**src/hw/rtl/time_paced_frame_ring_buffer_assert.svh**
```systemverilog
// assertion macros used by the paced ring buffer top level
`ifndef TIME_PACED_FRAME_RING_BUFFER_ASSERT_SVH
`define TIME_PACED_FRAME_RING_BUFFER_ASSERT_SVH

// same-cycle implication, off during reset
`define TPFRB_ASSERT_HOLDS(name, ante, cons, msg) \
	name: assert property (@(posedge clk) disable iff (!arst_n) (ante) |-> (cons)) \
		else $error(msg);

// next-cycle implication, off during reset
`define TPFRB_ASSERT_NEXT(name, ante, cons, msg) \
	name: assert property (@(posedge clk) disable iff (!arst_n) (ante) |=> (cons)) \
		else $error(msg);

`endif

```
**src/hw/rtl/tpfrb_pkg.sv**
```systemverilog
// constants, codes and types of the paced ring buffer
`timescale 1ns / 1ps

package tpfrb_pkg;

	localparam int RING_DEPTH = 256;
	localparam int LANE_COUNT = 4;
	localparam int IN_LANES   = 4;
	localparam int RATE_W     = 16;
	localparam int ENTRY_W    = LANE_COUNT * RATE_W;
	localparam int PTR_W      = $clog2(RING_DEPTH);
	localparam int EFF_W      = $clog2(RING_DEPTH + 1);
	localparam int DEPTH_W    = 9;
	localparam int EXT_W      = (EFF_W > DEPTH_W) ? EFF_W : DEPTH_W;
	localparam int FPI_W      = 16;
	localparam int SUM_W      = FPI_W + 1;
	localparam int DVD_W      = SUM_W + 1;
	localparam int DVS_W      = 16;
	localparam int CNT_W      = $clog2(DVD_W);
	localparam int OP_W       = 2;
	localparam int CFG_IDX_W  = 1;
	localparam int CFG_W      = 16;
	localparam int IN_DATA_W  = IN_LANES * RATE_W + FPI_W;
	localparam int OUT_DATA_W = IN_LANES * RATE_W;
	localparam int ELAPSED_LSB = IN_LANES * RATE_W;

	localparam logic [FPI_W-1:0]   FPI_RESET   = FPI_W'(256);
	localparam logic [DEPTH_W-1:0] DEPTH_RESET = DEPTH_W'(256);

	localparam logic [OP_W-1:0] OP_ENQUEUE = 2'd0;
	localparam logic [OP_W-1:0] OP_DEQUEUE = 2'd1;
	localparam logic [OP_W-1:0] OP_CLEAR   = 2'd2;

	localparam logic [CFG_IDX_W-1:0] REG_FRAMES_PER_INDEX = 1'd0;
	localparam logic [CFG_IDX_W-1:0] REG_USED_DEPTH       = 1'd1;

	typedef struct packed {
		logic             start;
		logic [DVD_W-1:0] dividend;
		logic [DVS_W-1:0] divisor;
	} div_req_t;

	typedef struct packed {
		logic             done;
		logic [DVD_W-1:0] quotient;
		logic [DVS_W-1:0] remainder;
	} div_rsp_t;

endpackage

```
**src/hw/rtl/tpfrb_div.sv**
```systemverilog
// bit-serial restoring divider, one quotient bit per cycle
`timescale 1ns / 1ps

module tpfrb_div (
	input  logic                clk,
	input  logic                arst_n,
	input  tpfrb_pkg::div_req_t req,
	output tpfrb_pkg::div_rsp_t rsp
);

	import tpfrb_pkg::*;

	logic             busy_q;
	logic             done_q;
	logic [CNT_W-1:0] cnt_q;
	logic [DVD_W-1:0] quo_q;
	logic [DVS_W-1:0] rem_q;
	logic [DVS_W-1:0] dvs_q;
	logic [DVS_W:0]   shifted;
	logic [DVS_W:0]   diff;
	logic             ge;
	logic [DVS_W-1:0] rem_nxt;

	always_comb begin
		shifted = {rem_q, quo_q[DVD_W-1]};
		diff    = shifted - {1'b0, dvs_q};
		ge      = !diff[DVS_W];
		rem_nxt = ge ? diff[DVS_W-1:0] : shifted[DVS_W-1:0];
	end

	always_ff @(posedge clk or negedge arst_n) begin
		if (!arst_n) begin
			busy_q <= 1'b0;
			done_q <= 1'b0;
			cnt_q  <= '0;
		end else if (req.start) begin
			busy_q <= 1'b1;
			done_q <= 1'b0;
			cnt_q  <= '0;
		end else if (busy_q) begin
			cnt_q <= cnt_q + CNT_W'(1);
			if (cnt_q == CNT_W'(DVD_W - 1)) begin
				busy_q <= 1'b0;
				done_q <= 1'b1;
			end
		end else begin
			done_q <= 1'b0;
		end
	end

	always_ff @(posedge clk) begin
		if (req.start) begin
			quo_q <= req.dividend;
			rem_q <= '0;
			dvs_q <= req.divisor;
		end else if (busy_q) begin
			quo_q <= {quo_q[DVD_W-2:0], ge};
			rem_q <= rem_nxt;
		end
	end

	assign rsp.done      = done_q;
	assign rsp.quotient  = quo_q;
	assign rsp.remainder = rem_q;

endmodule

```
**config.mk**
```make
export PLATFORM = sky130hd
export DESIGN_NAME = tpfrb_div
export DESIGN_NICKNAME = d
export VERILOG_FILES = /design/src/hw/rtl/time_paced_frame_ring_buffer_assert.svh /design/src/hw/rtl/tpfrb_pkg.sv /design/src/hw/rtl/tpfrb_div.sv
export SDC_FILE = /design/constraint.sdc
export NUM_CORES = 1
export LEC_CHECK = 0
export BUFFER_PORTS_ARGS = -buffer_cell sky130_fd_sc_hd__buf_4
export CORE_UTILIZATION = 45
export DETAILED_ROUTE_END_ITERATION = 16
export PLACE_DENSITY = 0.71
export SYNTH_ARGS = -nofsm -noshare
export SYNTH_HDL_FRONTEND = slang
export SYNTH_SLANG_ARGS = --single-unit
```
**constraint.sdc**
```tcl
create_clock -name clk -period 2.9 [get_ports clk]
set_clock_uncertainty 0.15 [all_clocks]
set_input_delay 0.145 -clock clk [delete_from_list [all_inputs] [get_ports clk]]
set_output_delay 0.145 -clock clk [all_outputs]
set_load 0.05 [all_outputs]
```
; After elaboration in Yosys (flattened, before gate mapping)
; Cells that the tools add are included.
[word_totals]
regBits = 57
in_bits = 37
out_inout_bits = 35
elab_cells = 23
[op_classes]
n_addsub = 2
eq_ne = 2
n_mux = 11
reduce_logical = 2
[op_table]
columns = operator, n
row1 = 18-bit 2-to-1 mux, 2
row2 = 17-bit by 16-bit subtractor with 17-bit output, 1
row3 = 16-bit 2-to-1 mux, 1
row4 = 5-bit 2-to-1 mux, 2
row5 = 1-bit 2-to-1 mux, 6
row6 = 5-bit by 1-bit adder with 5-bit output (second input constant), 1
row7 = 5-bit == test (second input constant), 1
row8 = 3-bit by 2-bit inequality test with 1-bit output (second input constant), 1
row9 = 2-bit nonzero test, 1
row10 = 1-bit zero test, 1

; Logic depth before layout (Yosys ltp)
; Gate-level depths: netlist of run 1.
[depth]
ltp_word = 4
ltp_mapped = 11
depth_no_buf = 10

; Least setup slack after synthesis of run 1
; Ideal clock, no wire load.
[synth_timing]
path_type = register to register
startpoint = register quo_q[17]
endpoint = register rem_q[7]
setup_ns = 0.117
arrival_ns = 2.869
required_ns = 2.633
setup_slack_ns = -0.236
stages_incl_launch_ff = 11
n_path_buf = 0
synth_period_minus_slack_ns = 3.136
path_cell_list = edfxtp_1 inv_1 ha_1 fa_1 nand2b_1 a21oi_2 o21ai_2 o31a_4 xnor2_4 mux2_2 a22o_1
[synth_between]
elab_chain_cells = 2
[synth_lines]
columns = element, line
row1 = "start, declared", tpfrb_div.sv:16  ; logic [DVD_W-1:0] quo_q;
row2 = "start signal, assigned", tpfrb_div.sv:53  ; quo_q <= req.dividend;
row3 = "start signal, assigned", tpfrb_div.sv:57  ; quo_q <= {quo_q[DVD_W-2:0], ge};
row4 = 17-bit by 16-bit subtractor with 17-bit output, tpfrb_div.sv:26  ; diff = shifted - {1'b0, dvs_q};
row5 = 16-bit 2-to-1 mux, tpfrb_div.sv:28  ; rem_nxt = ge ? diff[DVS_W-1:0] : shifted[DVS_W-1:0];
row6 = "end signal, assigned", tpfrb_div.sv:58  ; rem_q <= rem_nxt;
row7 = "end, declared", tpfrb_div.sv:17  ; logic [DVS_W-1:0] rem_q;
; No other way between the ends.
; A chain may end at the register's enable or synchronous reset.

; Worst setup path in the final report of run 1
[layout_timing]
startpoint = register dvs_q[0]
endpoint = register rem_q[13]
[layout_between]
elab_chain_cells = 2
[layout_lines]
columns = element, line
row1 = "start, declared", tpfrb_div.sv:18  ; logic [DVS_W-1:0] dvs_q;
row2 = "start signal, assigned", tpfrb_div.sv:55  ; dvs_q <= req.divisor;
row3 = 17-bit by 16-bit subtractor with 17-bit output, tpfrb_div.sv:26
row4 = 16-bit 2-to-1 mux, tpfrb_div.sv:28
; No other way between the ends.

==> impl_results.md, run 1 <==
- Crit path cell chain: ha_2 -> fa_2 -> nand2b_4 -> a21oi_2 -> o21ai_2 -> o31a_4 -> nor2b_2 -> or3b_4 -> o211ai_2
- Internal: 1.59 mW
- Hold slack: 0.165 ns
- CP max stage delay: 0.42 ns
- Clock root buffer: clkbuf_8
- Final setup vio count: 0
- 1st-iter DRT viols: 112
- Initial Util: 46.9%
- Syn Std Cell Area: 3210 sq um
- Post-Route WL: 7060 um
- Fin nets: 451
- Syn_area_per_cell: 11.3 sq um
- Total track usage: 20.4%
- Initial antenna violation count: 0
- Die width: 86.4 um
- Worst path bufs/invs: 0
- Logic pwr share: 26.9%
- DR pass1 iterations: 4
- CP endpoint kind: register
- Core Area: 6830 sq um
- Synth cell types: 54
- Clk buf depth: 2
- DR vias/cell: 5.14
- Setup WS post-layout: 0.199 ns
- Warnings, synthesis: 0
- Vias in the first global route: 2521
- CTS tree: done
- Worst endpoint data arrival time: 2.82 ns
- Min-Delay Path Class: input port to register
- RSZ-0062 raised after global routing: false
- GRT overflow: 0
- First-pass GRT wire length: 11500 um
- Proportion of power drawn by the clock network: 31.1%
- Sequential element share of the synthesized area: 47.3%
- Die Ht: 86.4 um
- Count of flip-flops with a built-in enable after synthesis: 34
- Clk sink count: 57
- PwrDens: 531 nW/um^2
- Slew HR: 55.1%
- Post-CTS setup buffers: 0
- Largest net degree at the start of global routing: 57
- Synthesis-to-finish area growth: 37.0%
- DP Area: 3850 sq um
- Cells after synthesis: 284
- Fin. max-slew vios: 0
- Cells after DPL: 444
- Worst-Skew Late Latency: 0.35 ns
- Die ar.: 7470 sq um
- Slowest cell on crit path: or3b_4
- Port bufs: 71
- Drt wl/cell: 14.2 um
- Req. time, crit path: 3.02 ns
- Worst vdd ir: 0.000348 V
- Std-Cell Rows: 30
- Num CTS Buffers: 9
- Synthesized Nets: 340
- Max Cap Viol: 0
- Critical path class: register to register
- FF+latch count, synth: 57
- Pre-CTS WS: 0.204 ns
- Most common cell after layout, fill and taps aside: buf_4
- Top_reg_cell synth: edfxtp_1
- Drc violations: 0
- Via count: 2547
- Final Hold Fails: 0
- Io pins: 72
- Most frequent cells in the layout: buf_4 (76), dlygate4sd3_1 (36), edfxtp_1 (34)
- H-tree levels: 3
- Asr flop ratio synth: 12.3%
- Antenna fix cells: 0
- Pleak: 1.91 nW
- F_max: 0.370 GHz
- Finished Cell Area: 4390 sq um
- Post-route antenna net violation count: 0
- Crit-path max FO: 7
- Startpoint types: register
- Fin crit share: 93.1%
- HPWL Detailed: 4670 um
- Final Util: 64.3%
- Post-CTS sizing: 0
- Share of cells above drive strength 1: 31.5%
- Clock Pin Slew Worst Setup and Hold Paths: 0.07 ns
- Minimum clock period: 2.70 ns
- Gpl congestion: 0.859
- Sequential share of power: 41.9%
- Cell family contributing the most delay on the critical path: simple AND/OR/NAND/NOR gates
- Slew @ Worst Pin: 0.673 ns
- Post-Layout Cell Count: 496
- Fillers: 554
- Status: complete, no violations
- Net Sw Frac: 31.7%
- Net Switching: 740 uW
## worst reg2reg max path: cells and delay by family (launching register included)
| family | cells | cell delay [ns] |
|---|---|---|
| compound gates | 4 | 0.75 |
| fa+ha+maj | 2 | 0.56 |
| flops | 1 | 0.38 |
| simple gates | 3 | 0.78 |
## cells in the mapped netlist, drive strengths merged, types with 2 or more instances
cell type	count	share of area (%)
a21o	2	0.47
edfxtp	34	32
nand2	13	1.5
a22o	3	0.82
o31ai	2	0.47
dfrtp	7	5.5
a32oi	3	0.82
a311oi	3	1.0
dfxtp	16	10
mux2i	10	3.1
xnor2	8	2.8
o21ai	9	1.5
nor2	21	2.5
buf	5	1.3
nor2b	4	1.0
nand4	4	0.78
nor3	2	0.31
a21oi	15	2.5
clkbuf	7	0.86
o21bai	2	0.47
xor2	10	2.7
nand3	5	0.78
a21boi	3	0.70
and2b	2	0.59
nand2b	3	0.59
inv	24	2.8
ha	18	7.0
o211ai	4	1.4
mux2	19	6.7
a211oi	11	2.6
## logic make-up after synthesis
family / after synthesis / share of synthesized area (%)
flip-flops: 57 / 47.3
adder cells (fa/ha/maj): 19 / 7.65
AO/OA/AOI/OAI: 64 / 14.8
buffers and inverters: 36 / 4.96
XOR/XNOR: 18 / 5.50
AND/OR/NAND/NOR: 61 / 9.99
multiplexers: 29 / 9.79
## power groups by stage
stage	Combinational [mW]	Sequential, mW	Clock (mW)
floorplan	0.280	1.13	0
global placement	0.582	0.992	0
detailed placement	0.589	0.994	0
CTS	0.630	0.978	0.742
global route	0.679	0.987	0.777
finish	0.629	0.978	0.726
## through the flow
step,power (mW),setup TNS (ns)
finish,2.33,0
global route,2.44,0
CTS,2.35,0
detailed placement,1.58,0
global placement,1.57,0
floorplan,1.41,-0.434
## cell type report
| cell class | count | area [sq um] | area share, % |
|---|---|---|---|
| Multi-Input combinational cell | 191 | 1550 | 35.3 |
| Sequential cell | 57 | 1520 | 34.5 |
| Timing Repair Buffer | 112 | 931 | 21.2 |
| Clock buffer | 10 | 128 | 2.90 |
| Tap cell | 96 | 120 | 2.73 |
| Inverter | 24 | 90.1 | 2.05 |
| Clock inverter | 6 | 58.8 | 1.34 |
## flip-flops by register name (all words and copies together), names as in the netlist
name and count:
busy_q 1, dvs_q 16, rem_q 16, quo_q 18, done_q 1, cnt_q 5
## timing repair
action,in CTS,in global routing
endpoints found under the hold margin,41,0
setup endpoints to repair,0,0
hold buffers,36,0
## per-layer routing
layer | part of all wire [%] | vias to the layer above | global-route usage (%)
li1 | - | 1252 | -
met1 | 44 | 1211 | 24.6
met2 | 49 | 76 | 32.7
met3 | 6.2 | 8 | 8.00
met4 | 1.3 | 0 | 8.33
met5 | 0 | - | 0
## path summary, 6_finish.rpt
path	start	end	slack, ns	cells past startpoint
worst max-delay path	dvs_q[0]	rem_q[13]	0.20	9
worst min-delay path	req[34]	cnt_q[3]	0.16	2
worst max register to register	dvs_q[0]	rem_q[13]	0.20	9
worst min register to register	rem_q[3]	rem_q[3]	0.37	2
max in group asynchronous	arst_n	cnt_q[4]	1.76	3
min in group asynchronous	arst_n	cnt_q[1]	0.60	3
Note: power is estimated with default switching activity, not from simulation.
==> run 2: changes to the inputs <==
--- a/config.mk
+++ b/config.mk
@@ -11,2 +11,3 @@
 export PLACE_DENSITY = 0.71
+export REMOVE_ABC_BUFFERS = 1
 export SYNTH_ARGS = -nofsm -noshare
==> constraint.sdc (replaced) <==
create_clock -name clk -period 2.9 [get_ports clk]
set_clock_uncertainty 0.15 [all_clocks]
set_input_delay 0.58 -clock clk [delete_from_list [all_inputs] [get_ports clk]]
set_output_delay 0.58 -clock clk [all_outputs]
set_load 0.05 [all_outputs]
==> impl_results.md, run 2 (synthesis results as in run 1) <==
- Status: complete, no violations
- HPWL Detailed: 4780 um (+2.5%)
- Slew HR: 63.6% (+8.4 points)
- Worst-Skew Late Latency: 0.34 ns (about the same)
- Most common cell after layout, fill and taps aside: buf_4
- Clk sink count: 57 (unchanged)
- Internal reg-to-reg setup slack: 0.16 ns (-0.04 ns)
- Num CTS Buffers: 9 (unchanged)
- Io pins: 72 (unchanged)
- GRT overflow: 0 (unchanged)
- Logic pwr share: 26.9% (about the same)
- Met2 usage: 29.4% (-3.3 points)
- Post-route antenna net violation count: 0 (unchanged)
- DR pass1 iterations: 4 (unchanged)
- CTS tree: done
- Std-Cell Rows: 30 (unchanged)
- Grt met3 use: 7.14% (-0.86 points)
- 1st-iter DRT viols: 93 (-17%)
- Share of cells above drive strength 1: 36.0% (+4.5 points)
- Sequential share of power: 43.6% (+1.7 points)
- Pleak: 1.78 nW (-7.1%)
- Net Switching: 746 uW (+0.79%)
- Synthesis-to-finish area growth: 27.0%
- Total track usage: 18.8% (-1.6 points)
- Largest regs: quo_q (18), dvs_q (16), rem_q (16)
- Internal: 1.49 mW (-6.5%)
- Met1 Usage GRT: 23.5% (-1.1 points)
- Drc violations: 0 (unchanged)
- Critical Path Start: quo_q[17]
- Startpoint types: register
- Worst endpoint data arrival time: 2.88 ns (+0.06 ns)
- Minimum clock period: 2.74 ns (+0.0368 ns)
- Reg-to-reg endpoint: rem_q[15]
- F_max: 0.365 GHz (-1.3%)
- Antenna fix cells: 0 (unchanged)
- Most frequent cells in the layout: buf_4 (80), edfxtp_1 (34), inv_1 (24)
- CP endpoint kind: register
- Setup crit end: rem_q[15]
- H-tree levels: 3 (unchanged)
- Die ar.: 7470 sq um (unchanged)
- DR vias/cell: 5.15 (+0.34%)
- Slew @ Worst Pin: 0.545 ns (-0.128 ns)
- Origin of the critical flop-to-flop path: quo_q[17]
- R2R depth: 10 (+1)
- Clock Pin Slew Worst Setup and Hold Paths: 0.07 ns (about the same)
- Proportion of power drawn by the clock network: 29.4% (-1.7 points)
- Initial antenna violation count: 0 (unchanged)
- Power Total: 2.23 mW (-4.2%)
- PwrDens: 549 nW/um^2 (+3.4%)
- Fin. max-slew vios: 0 (unchanged)
- Gpl congestion: 0.889 (+3.4%)
- Final setup vio count: 0 (unchanged)
- Max Cap Viol: 0 (unchanged)
- Largest net degree at the start of global routing: 36 (-37%)
- Drt wl/cell: 13.9 um (-2.2%)
- Die Ht: 86.4 um (unchanged)
- Req. time, crit path: 3.04 ns (+0.02 ns)
- Crit-path max FO: 7 (unchanged)
- Max reg flops: 18 (unchanged)
- Via count: 2396 (-5.9%)
- Min-Delay Path Class: input port to register
- RSZ-0062 raised after global routing: false
- Post-Route WL: 6470 um (-8.3%)
- Critical path class: register to register
- Net Sw Frac: 33.4% (+1.6 points)
- Port bufs: 71 (unchanged)
- Fin crit share: 94.4% (+1.3 points)
- Vias in the first global route: 2340 (-7.2%)
- Initial Util: 46.9% (unchanged)
- Reg with most FFs: quo_q
- First-pass GRT wire length: 10700 um (-7.1%)
- Clock root buffer: clkbuf_8
- Die width: 86.4 um (unchanged)
- Worst vdd ir: 0.000393 V (+13%)
- Final Util: 59.6% (-4.7 points)
- Fin nets: 420 (-6.9%)
- Core Area: 6830 sq um (unchanged)
- Clk buf depth: 2 (unchanged)
- Final Hold Fails: 0 (unchanged)
- Hold slack: 0.261 ns (+0.0960 ns)
- GRT Max-Usage Layer: met2
## run 2: worst min path at each step
stage	slack [ns]	cells after the start	to	startpoint
2_1_floorplan	0.13	0	busy_q	arst_n
3_5_place_dp	0.25	1	done_q	arst_n
6_report	0.26	1	dvs_q[4]	req[4]
5_1_grt	0.24	1	dvs_q[4]	req[4]
3_3_place_gp	0.25	1	done_q	arst_n
4_1_cts	0.25	1	dvs_q[4]	req[4]
## run 2: stage by stage
step | setup TNS (ns) | cells | setup WS (ns) | instance area (sq um)
floorplan | -3.99 | 272 | -0.450 | 3140
global placement | 0 | 448 | 0.0864 | 3860
detailed placement | 0 | 448 | 0.00195 | 3860
CTS | 0 | 465 | 0.0135 | 4040
global route | 0 | 465 | 0.0368 | 4070
finish | 0 | 465 | 0.162 | 4070
## run 2: critical path, cell delays in order (launching register included)
cell and delay [ns]:
edfxtp_1 0.35, inv_1 0.06, ha_1 0.23, fa_2 0.36
nand2b_4 0.16, a21oi_4 0.13, o21ai_2 0.10, o31a_4 0.33
or4b_1 0.51, a211oi_2 0.18, or3_1 0.12
## run 2: final cells by class
class	instances	area (sq um)
clock buffers	10	128
clock inverters	6	45.0
fillers	611	2760
inverters	24	90.1
multi-input cells	191	1560
flip-flops and latches	57	1520
well taps	96	120
repair buffers	81	611
## run 2: per-layer routing
metal,up-vias,wire length (um),part of all wire (%)
met1,1104,2950,46
li1,1200,-,-
met2,75,2960,46
met5,-,0,0
met3,17,420,6.5
met4,0,142,2.2
## run 2: power groups by stage
stage	logic (mW)	registers (mW)	clock network, mW
5_1_grt	0.651	0.984	0.710
6_report	0.602	0.976	0.658
4_1_cts	0.594	0.975	0.682
3_5_place_dp	0.592	0.991	0
2_1_floorplan	0.257	1.14	0
3_3_place_gp	0.584	0.991	0
## run 2: what timing repair did
item                                    4_1_cts  5_1_grt
buffers inserted                              0        0
endpoints found under the hold margin         7        0
resized for setup                             0        6
endpoints found under the setup margin        1       16
hold buffers                                  1        0
pin swaps                                     2        1
